`src/rtl/ifs_pkg.sv`:
```
// shared types, widths and stencil weights for the interface forcing stencil
`default_nettype none
package ifs_pkg;

  // field widths
  localparam int PRESSURE_BITS   = 16;
  localparam int SCALE_BITS      = 32;
  localparam int SCALE_FRAC_BITS = 16;
  localparam int FORCE_BITS      = 42;
  localparam int CELLS           = 6;
  localparam int SIDE_CELLS      = 3;

  // partial sums grow by at most 2 * (2 + 27 + 270) < 2^10
  localparam int SUM_BITS  = PRESSURE_BITS + 10;
  localparam int PROD_BITS = SUM_BITS + SCALE_BITS + 1;
  localparam int EXT_BITS  = (PROD_BITS > SCALE_FRAC_BITS + FORCE_BITS) ?
                             PROD_BITS : SCALE_FRAC_BITS + FORCE_BITS;

  // stream payload widths, padded to whole bytes
  localparam int IN_BITS   = CELLS * PRESSURE_BITS;
  localparam int IN_BYTES  = (IN_BITS + 7) / 8;
  localparam int OUT_BITS  = CELLS * FORCE_BITS;
  localparam int OUT_BYTES = (OUT_BITS + 7) / 8;

  // configuration register indexes
  localparam int CFG_INDEX_BITS = 2;
  typedef enum logic [CFG_INDEX_BITS-1:0] {
    CFG_SCALE_LEFT  = 2'd0,
    CFG_SCALE_RIGHT = 2'd1,
    CFG_SELF_LEFT   = 2'd2,
    CFG_SELF_RIGHT  = 2'd3
  } cfg_index_t;

  // pressure positions in an item
  localparam int P_L3 = 0;
  localparam int P_L2 = 1;
  localparam int P_L1 = 2;
  localparam int P_R0 = 3;
  localparam int P_R1 = 4;
  localparam int P_R2 = 5;

  typedef logic signed [PRESSURE_BITS-1:0] press_t;
  typedef logic signed [SUM_BITS-1:0]      sum_t;
  typedef logic        [SCALE_BITS-1:0]    scale_t;
  typedef logic signed [FORCE_BITS-1:0]    force_t;

  // stencil weights
  localparam sum_t W_LO  = sum_t'(2);
  localparam sum_t W_MID = sum_t'(27);
  localparam sum_t W_HI  = sum_t'(270);

  // sign-extend a pressure to sum width
  function automatic sum_t widen(input press_t p);
    return sum_t'(p);
  endfunction

endpackage
`default_nettype wire

```
`src/rtl/ifs_stencil.sv`:
```
// two pipeline stages: near/far partial sums, then per-side self-term select
`default_nettype none
module ifs_stencil (
  input  wire logic           clk,
  input  wire logic           rst,
  input  wire logic           in_valid,
  output logic                in_ready,
  input  wire ifs_pkg::press_t press [ifs_pkg::CELLS],
  input  wire logic           self_left,
  input  wire logic           self_right,
  output logic                out_valid,
  input  wire logic           out_ready,
  output ifs_pkg::sum_t       stencil [ifs_pkg::CELLS]
);

  ifs_pkg::sum_t l3, l2, l1, r0, r1, r2;
  ifs_pkg::sum_t near_c [ifs_pkg::CELLS];
  ifs_pkg::sum_t far_c  [ifs_pkg::CELLS];
  ifs_pkg::sum_t near   [ifs_pkg::CELLS];
  ifs_pkg::sum_t far    [ifs_pkg::CELLS];
  logic          v1;
  logic          rdy1;
  logic          rdy2;

  // stage handshakes: a stage loads when empty or when it drains
  assign rdy2     = !out_valid || out_ready;
  assign rdy1     = !v1 || rdy2;
  assign in_ready = rdy1;

  // widened pressures
  always_comb begin
    l3 = ifs_pkg::widen(press[ifs_pkg::P_L3]);
    l2 = ifs_pkg::widen(press[ifs_pkg::P_L2]);
    l1 = ifs_pkg::widen(press[ifs_pkg::P_L1]);
    r0 = ifs_pkg::widen(press[ifs_pkg::P_R0]);
    r1 = ifs_pkg::widen(press[ifs_pkg::P_R1]);
    r2 = ifs_pkg::widen(press[ifs_pkg::P_R2]);
  end

  // constant-weight near and far sums for each layer cell
  always_comb begin
    near_c[0] = -(ifs_pkg::W_LO * l1);
    far_c[0]  = ifs_pkg::W_LO * r0;
    near_c[1] = ifs_pkg::W_MID * l1 - ifs_pkg::W_LO * l2;
    far_c[1]  = ifs_pkg::W_LO * r1 - ifs_pkg::W_MID * r0;
    near_c[2] = ifs_pkg::W_MID * l2 - ifs_pkg::W_LO * l3 - ifs_pkg::W_HI * l1;
    far_c[2]  = ifs_pkg::W_HI * r0 - ifs_pkg::W_MID * r1 + ifs_pkg::W_LO * r2;
    near_c[3] = ifs_pkg::W_MID * r1 - ifs_pkg::W_HI * r0 - ifs_pkg::W_LO * r2;
    far_c[3]  = ifs_pkg::W_LO * l3 - ifs_pkg::W_MID * l2 + ifs_pkg::W_HI * l1;
    near_c[4] = ifs_pkg::W_MID * r0 - ifs_pkg::W_LO * r1;
    far_c[4]  = ifs_pkg::W_LO * l2 - ifs_pkg::W_MID * l1;
    near_c[5] = -(ifs_pkg::W_LO * r0);
    far_c[5]  = ifs_pkg::W_LO * l1;
  end

  // stage 1 registers
  always_ff @(posedge clk) begin
    if (rst) begin
      v1 <= 1'b0;
    end else if (rdy1) begin
      v1 <= in_valid;
    end
    if (rdy1 && in_valid) begin
      near <= near_c;
      far  <= far_c;
    end
  end

  // stage 2: far alone or near plus far, per side
  always_ff @(posedge clk) begin
    if (rst) begin
      out_valid <= 1'b0;
    end else if (rdy2) begin
      out_valid <= v1;
    end
    if (rdy2 && v1) begin
      for (int i = 0; i < ifs_pkg::CELLS; i++) begin
        if ((i < ifs_pkg::SIDE_CELLS) ? self_left : self_right) begin
          stencil[i] <= near[i] + far[i];
        end else begin
          stencil[i] <= far[i];
        end
      end
    end
  end

endmodule
`default_nettype wire

```
`config.mk`:
```
export PLATFORM = sky130hd
export DESIGN_NAME = ifs_stencil
export DESIGN_NICKNAME = d
export VERILOG_FILES = /design/src/rtl/ifs_pkg.sv /design/src/rtl/ifs_stencil.sv
export SDC_FILE = /design/constraint.sdc
export NUM_CORES = 2
export LEC_CHECK = 0
export BUFFER_PORTS_ARGS = -buffer_cell sky130_fd_sc_hd__buf_2
export CELL_PAD_IN_SITES_DETAIL_PLACEMENT = 1
export CELL_PAD_IN_SITES_GLOBAL_PLACEMENT = 1
export CORE_UTILIZATION = 50
export DETAILED_ROUTE_END_ITERATION = 6
export PLACE_DENSITY_LB_ADDON = 0.1
export SYNTH_ARGS = -nofsm -noshare
export SYNTH_HDL_FRONTEND = slang
export SYNTH_SLANG_ARGS = --single-unit
```
`constraint.sdc`:
```
create_clock -name clk -period 17.5 [get_ports clk]
set_input_delay 0.875 -clock clk [delete_from_list [all_inputs] [get_ports clk]]
set_output_delay 0.875 -clock clk [all_outputs]
set_load 0.01 [all_outputs]
```
## Word-level counts from Yosys, hierarchy flattened

Cells that the tools add are included.

| word-level totals | value |
|---|---|
| register bits after elaboration | 450 |
| bits of input ports | 102 |
| output and inout bits | 158 |
| word-level logic and storage cells | 60 |

| operators by class | value |
|---|---|
| add/sub/neg operators | 20 |
| multipliers | 6 |
| muxes and demuxes | 6 |
| reduce and logical (&&, ||, !) cells | 6 |

Operators by type and width:

| operator | number |
|---|---|
| $mux W26 | 6 |
| $add A26 B26 Y26 | 4 |
| $mul A6 B16 Y22 const A | 4 |
| $add A26 B17 Y26 | 3 |
| $sub A17 B22 Y23 | 3 |
| $sub A22 B17 Y23 | 3 |
| $neg A17 Y26 | 2 |
| $mul A9 B16 Y25 const A | 2 |
| $add A23 B26 Y26 | 1 |
| $sub A22 B26 Y26 | 1 |
| $sub A26 B17 Y26 | 1 |
| $sub A26 B22 Y26 | 1 |
| $sub A26 B26 Y26 | 1 |
| $logic_and A1 B1 Y1 | 2 |
| $logic_not A1 Y1 | 2 |
| $logic_or A1 B1 Y1 | 2 |

## Longest topological paths before layout

| logic depth | value |
|---|---|
| word-level depth | 4 |
| mapped depth | 30 |
| depth with buffers taken out | 30 |

## Worst setup path after synthesis

Ideal clock, no wire load.

| timing path | value |
|---|---|
| path type | in2reg |
| from | input out_ready |
| to | register stencil[100] in the netlist's numbering (enable) |
| setup time | 684 ps |
| data arrival time | 7,670 ps |
| data required time | 16,816 ps |
| path slack | 9,146 ps |
| cell stages on the path | 2 |
| buffers on the path | 0 |
| cell sequence | nor2b_1 nor2b_1 |

| on the way | value |
|---|---|
| longest elaborated chain between the ends | 2 |

RTL lines:

| element | RTL line | source |
|---|---|---|
| start, declared | ifs_stencil.sv:12 | `input wire logic out_ready,` |
| $logic_or A1 B1 Y1 | ifs_stencil.sv:26 | `assign rdy2 = !out_valid \|\| out_ready;` |
| $logic_and A1 B1 Y1 | ifs_stencil.sv:76 | `if (rdy2 && v1) begin` |
| end signal, assigned by index | ifs_stencil.sv:79 | `stencil[i] <= near[i] + far[i];` |
| end signal, assigned by index | ifs_stencil.sv:81 | `stencil[i] <= far[i];` |
| end, declared | ifs_stencil.sv:13 | `output ifs_pkg::sum_t stencil [ifs_pkg::CELLS]` |

No other way between the ends.
A chain may end at the register's enable or synchronous reset.

==> impl_metrics.py <==
metrics = {
    "run_status": {
        "status": "finished, final reports clean",
    },
    "setup_path": {
        "startpoint_type": "input pin",
        "max_stage_delay_ns": 0.56,
        "crit_top_cell": "a21oi_1",
        "crit_type": "input pin to flop",
        "cp_max_fo": 5,
        "cp_data_required_time_ns": 17.86,
        "end_kind": "flop",
        "crit_path_top_delay_cell": "o31ai_1",
        "critPathArrivalTime_ns": 7.61,
    },
    "cts": {
        "ctsHtreeMaxLevel": 2,
        "clkSinkCount": 425,
        "clk_path_buf_depth": 3,
        "cts_resized": 0,
        "cts_buffers": 51,
        "worstSkewPairLatency_ns": 0.64,
        "cts_tree": "yes",
        "hold_buffers": 0,
        "cts_setup_buffers": 0,
        "clk_pin_slew_ns": 0.06,
        "cts-root-buf": "clkbuf_16",
    },
    "sta": {
        "fmax_ghz": 0.138,
        "fin_skew_ns": 0.0272,
        "rsz0062_at_grt": "false",
        "slew-limit-headroom": 0.252,
        "hold-worst-slack_ns": 0.399,
        "setup-violations-final": 0,
        "fin_crit_sh": 0.414,
        "hold_violations": 0,
        "slew_viol_final": 0,
        "final.setup.tns_ns": 0,
        "fin_crit_ns": 7.24,
        "max_slew.worst_pin.slew_ns": 1.12,
    },
    "global_routing": {
        "grt_pass1_wl_mm": 212,
        "grt_use_total": 0.310,
        "grt_max_degree": 153,
        "globalRouteOverflowTotal": 0,
        "antenna_found_initial": 10,
        "grt_pass1_vias": 35117,
    },
    "layout": {
        "mostFrequentLayoutCells": "ha_1 (640), inv_1 (597), edfxtp_1 (423)",
        "area_delta_synth_final_pct": 9.57,
        "nNetsFinal": 5629,
        "layout_commonest_cell": "ha_1",
        "drive_gt1_frac": 0.102,
    },
    "place": {
        "portBuffers": 257,
        "gp_congestion": 0.920,
        "place_hpwl_mm": 113,
    },
    "floorplanning": {
        "ios": 260,
        "die_area_um2": 89300,
        "chipHeight_um": 299,
        "num_rows": 108,
        "core_area_um2": 87000,
        "die_w_um": 299,
        "start_util": 0.506,
    },
    "run": {
        "drv_cap": 0,
    },
    "detailed_routing": {
        "wirelength_mm": 139,
        "drt_iter0_markers": 2644,
        "wl_per_cell_um": 23.8,
        "drtAntennaViolNets": 0,
        "vias": 34023,
        "drc": 0,
        "dr.pass1.iters": 6,
        "via_per_inst": 5.83,
    },
    "logic_synthesis": {
        "ys_ff_latch": 425,
        "syn_inst": 4387,
        "synth_edf_count": 423,
        "async_flop_share": 0,
        "syn_area_um2": 44100,
        "syn_avg_cell_area_um2": 10.0,
        "synth_flop_cell": "edfxtp_1",
        "yosysUniqueCellTypes": 80,
        "seq_area_frac_synth": 0.289,
        "ys_warn_count": 0,
    },
    "min_path": {
        "hold_class": "input pin to flop",
    },
}
[layer usage]
| metal | GRT usage | part of all wire | routed length (µm) | vias up |
|---|---|---|---|---|
| li1 | - | - | - | 15946 |
| met1 | 0.456 | 0.47 | 65400 | 17067 |
| met2 | 0.486 | 0.45 | 62000 | 854 |
| met3 | 0.0335 | 0.057 | 7940 | 156 |
| met4 | 0.0807 | 0.027 | 3720 | 0 |
| met5 | 0 | 0 | 0 | - |
[final cells by class]
| cell class | count | area [µm²] |
|---|---|---|
| fillers | 9830 | 38700 |
| clock buffers | 62 | 1320 |
| multi-input cells | 3300 | 28800 |
| clock inverters | 31 | 340 |
| flip-flops and latches | 425 | 12700 |
| inverters | 598 | 2240 |
| well taps | 1155 | 1450 |
| repair buffers | 264 | 1360 |
| diodes | 1 | 2.50 |
[kinds of logic after synthesis]
kind of cell,Yosys count,synth area share
buf+inv,663,0.0568
flops,425,0.289
simple gates,809,0.0901
mux,92,0.0235
other cells,1,0.0000851
xor+xnor,445,0.0885
fa+ha+maj,887,0.294
compound gates,1065,0.158
[sequential cells by signal (all words and copies together), names as in the netlist]
name,flops
out_valid,1
v1,1
stencil,152
far,125
near,146
[worst max-delay path: cells and delay by family]
| family | cells | cell delay, ns |
|---|---|---|
| adders and majority gates | 6 | 2.27 |
| buffers and inverters | 3 | 0.26 |
| xor gates and xnor gates | 3 | 0.53 |
| AOI/OAI and AO/OA | 15 | 3.58 |
| and+or+nand+nor | 1 | 0.07 |
[final timing paths]
| kind | start | to | slack (ns) | cells after the start |
|---|---|---|---|---|
| setup / recovery | press[65] | near[102] | 10.26 | 28 |
| setup reg to reg | near[131] | stencil[25] | 13.24 | 13 |
| hold / removal | rst | v1 | 0.40 | 2 |
| hold reg to reg | v1 | out_valid | 0.53 | 2 |
[cell usage after synthesis (7+ instances only)]
master / number / area [µm²]
and3_1: 29 / 181
a21o_1: 176 / 1320
o21bai_1: 50 / 375
a31oi_1: 26 / 163
nand3_1: 67 / 335
o2111ai_1: 9 / 78.8
a21oi_1: 319 / 1600
a211o_1: 8 / 70.1
o211ai_1: 20 / 150
nand2_1: 164 / 616
or2_2: 15 / 93.8
clkbuf_1: 50 / 188
ha_1: 640 / 8010
o21ai_1: 24 / 120
edfxtp_1: 423 / 12700
xnor2_1: 319 / 2790
xor2_1: 126 / 1100
a21boi_0: 9 / 67.6
and4_1: 8 / 70.1
o31ai_1: 20 / 150
or3_1: 24 / 150
buf_1: 11 / 41.3
inv_1: 597 / 2240
a221oi_1: 9 / 78.8
o21ai_0: 184 / 921
mux2_2: 90 / 1010
o31a_1: 15 / 131
a31o_2: 14 / 123
nor3_1: 61 / 305
nor4_1: 12 / 75.1
nand2b_1: 62 / 388
nand4_1: 26 / 163
a211oi_1: 33 / 248
and2_1: 19 / 119
fa_1: 247 / 4940
nor2_1: 231 / 867
o21a_1: 63 / 473
nor2b_1: 67 / 419
a41oi_1: 7 / 61.3
[stage by stage]
| stage | cells | area [µm²] | setup WS [ns] | utilization |
|---|---|---|---|---|
| 2_1_floorplan | 4388 | 44100 | 9.15 | - |
| 6_report | 5836 | 48300 | 10.26 | 0.555 |
| 3_5_place_dp | 5742 | 46600 | 9.77 | 0.536 |
| 4_1_cts | 5835 | 48300 | 10.40 | 0.555 |
| 3_3_place_gp | 5742 | 46600 | 10.0 | 0.536 |
| 5_1_grt | 5836 | 48300 | 9.86 | 0.555 |
Power is not shown: default switching activity piles up to over one toggle a cycle in this logic, so the estimate is an artifact.
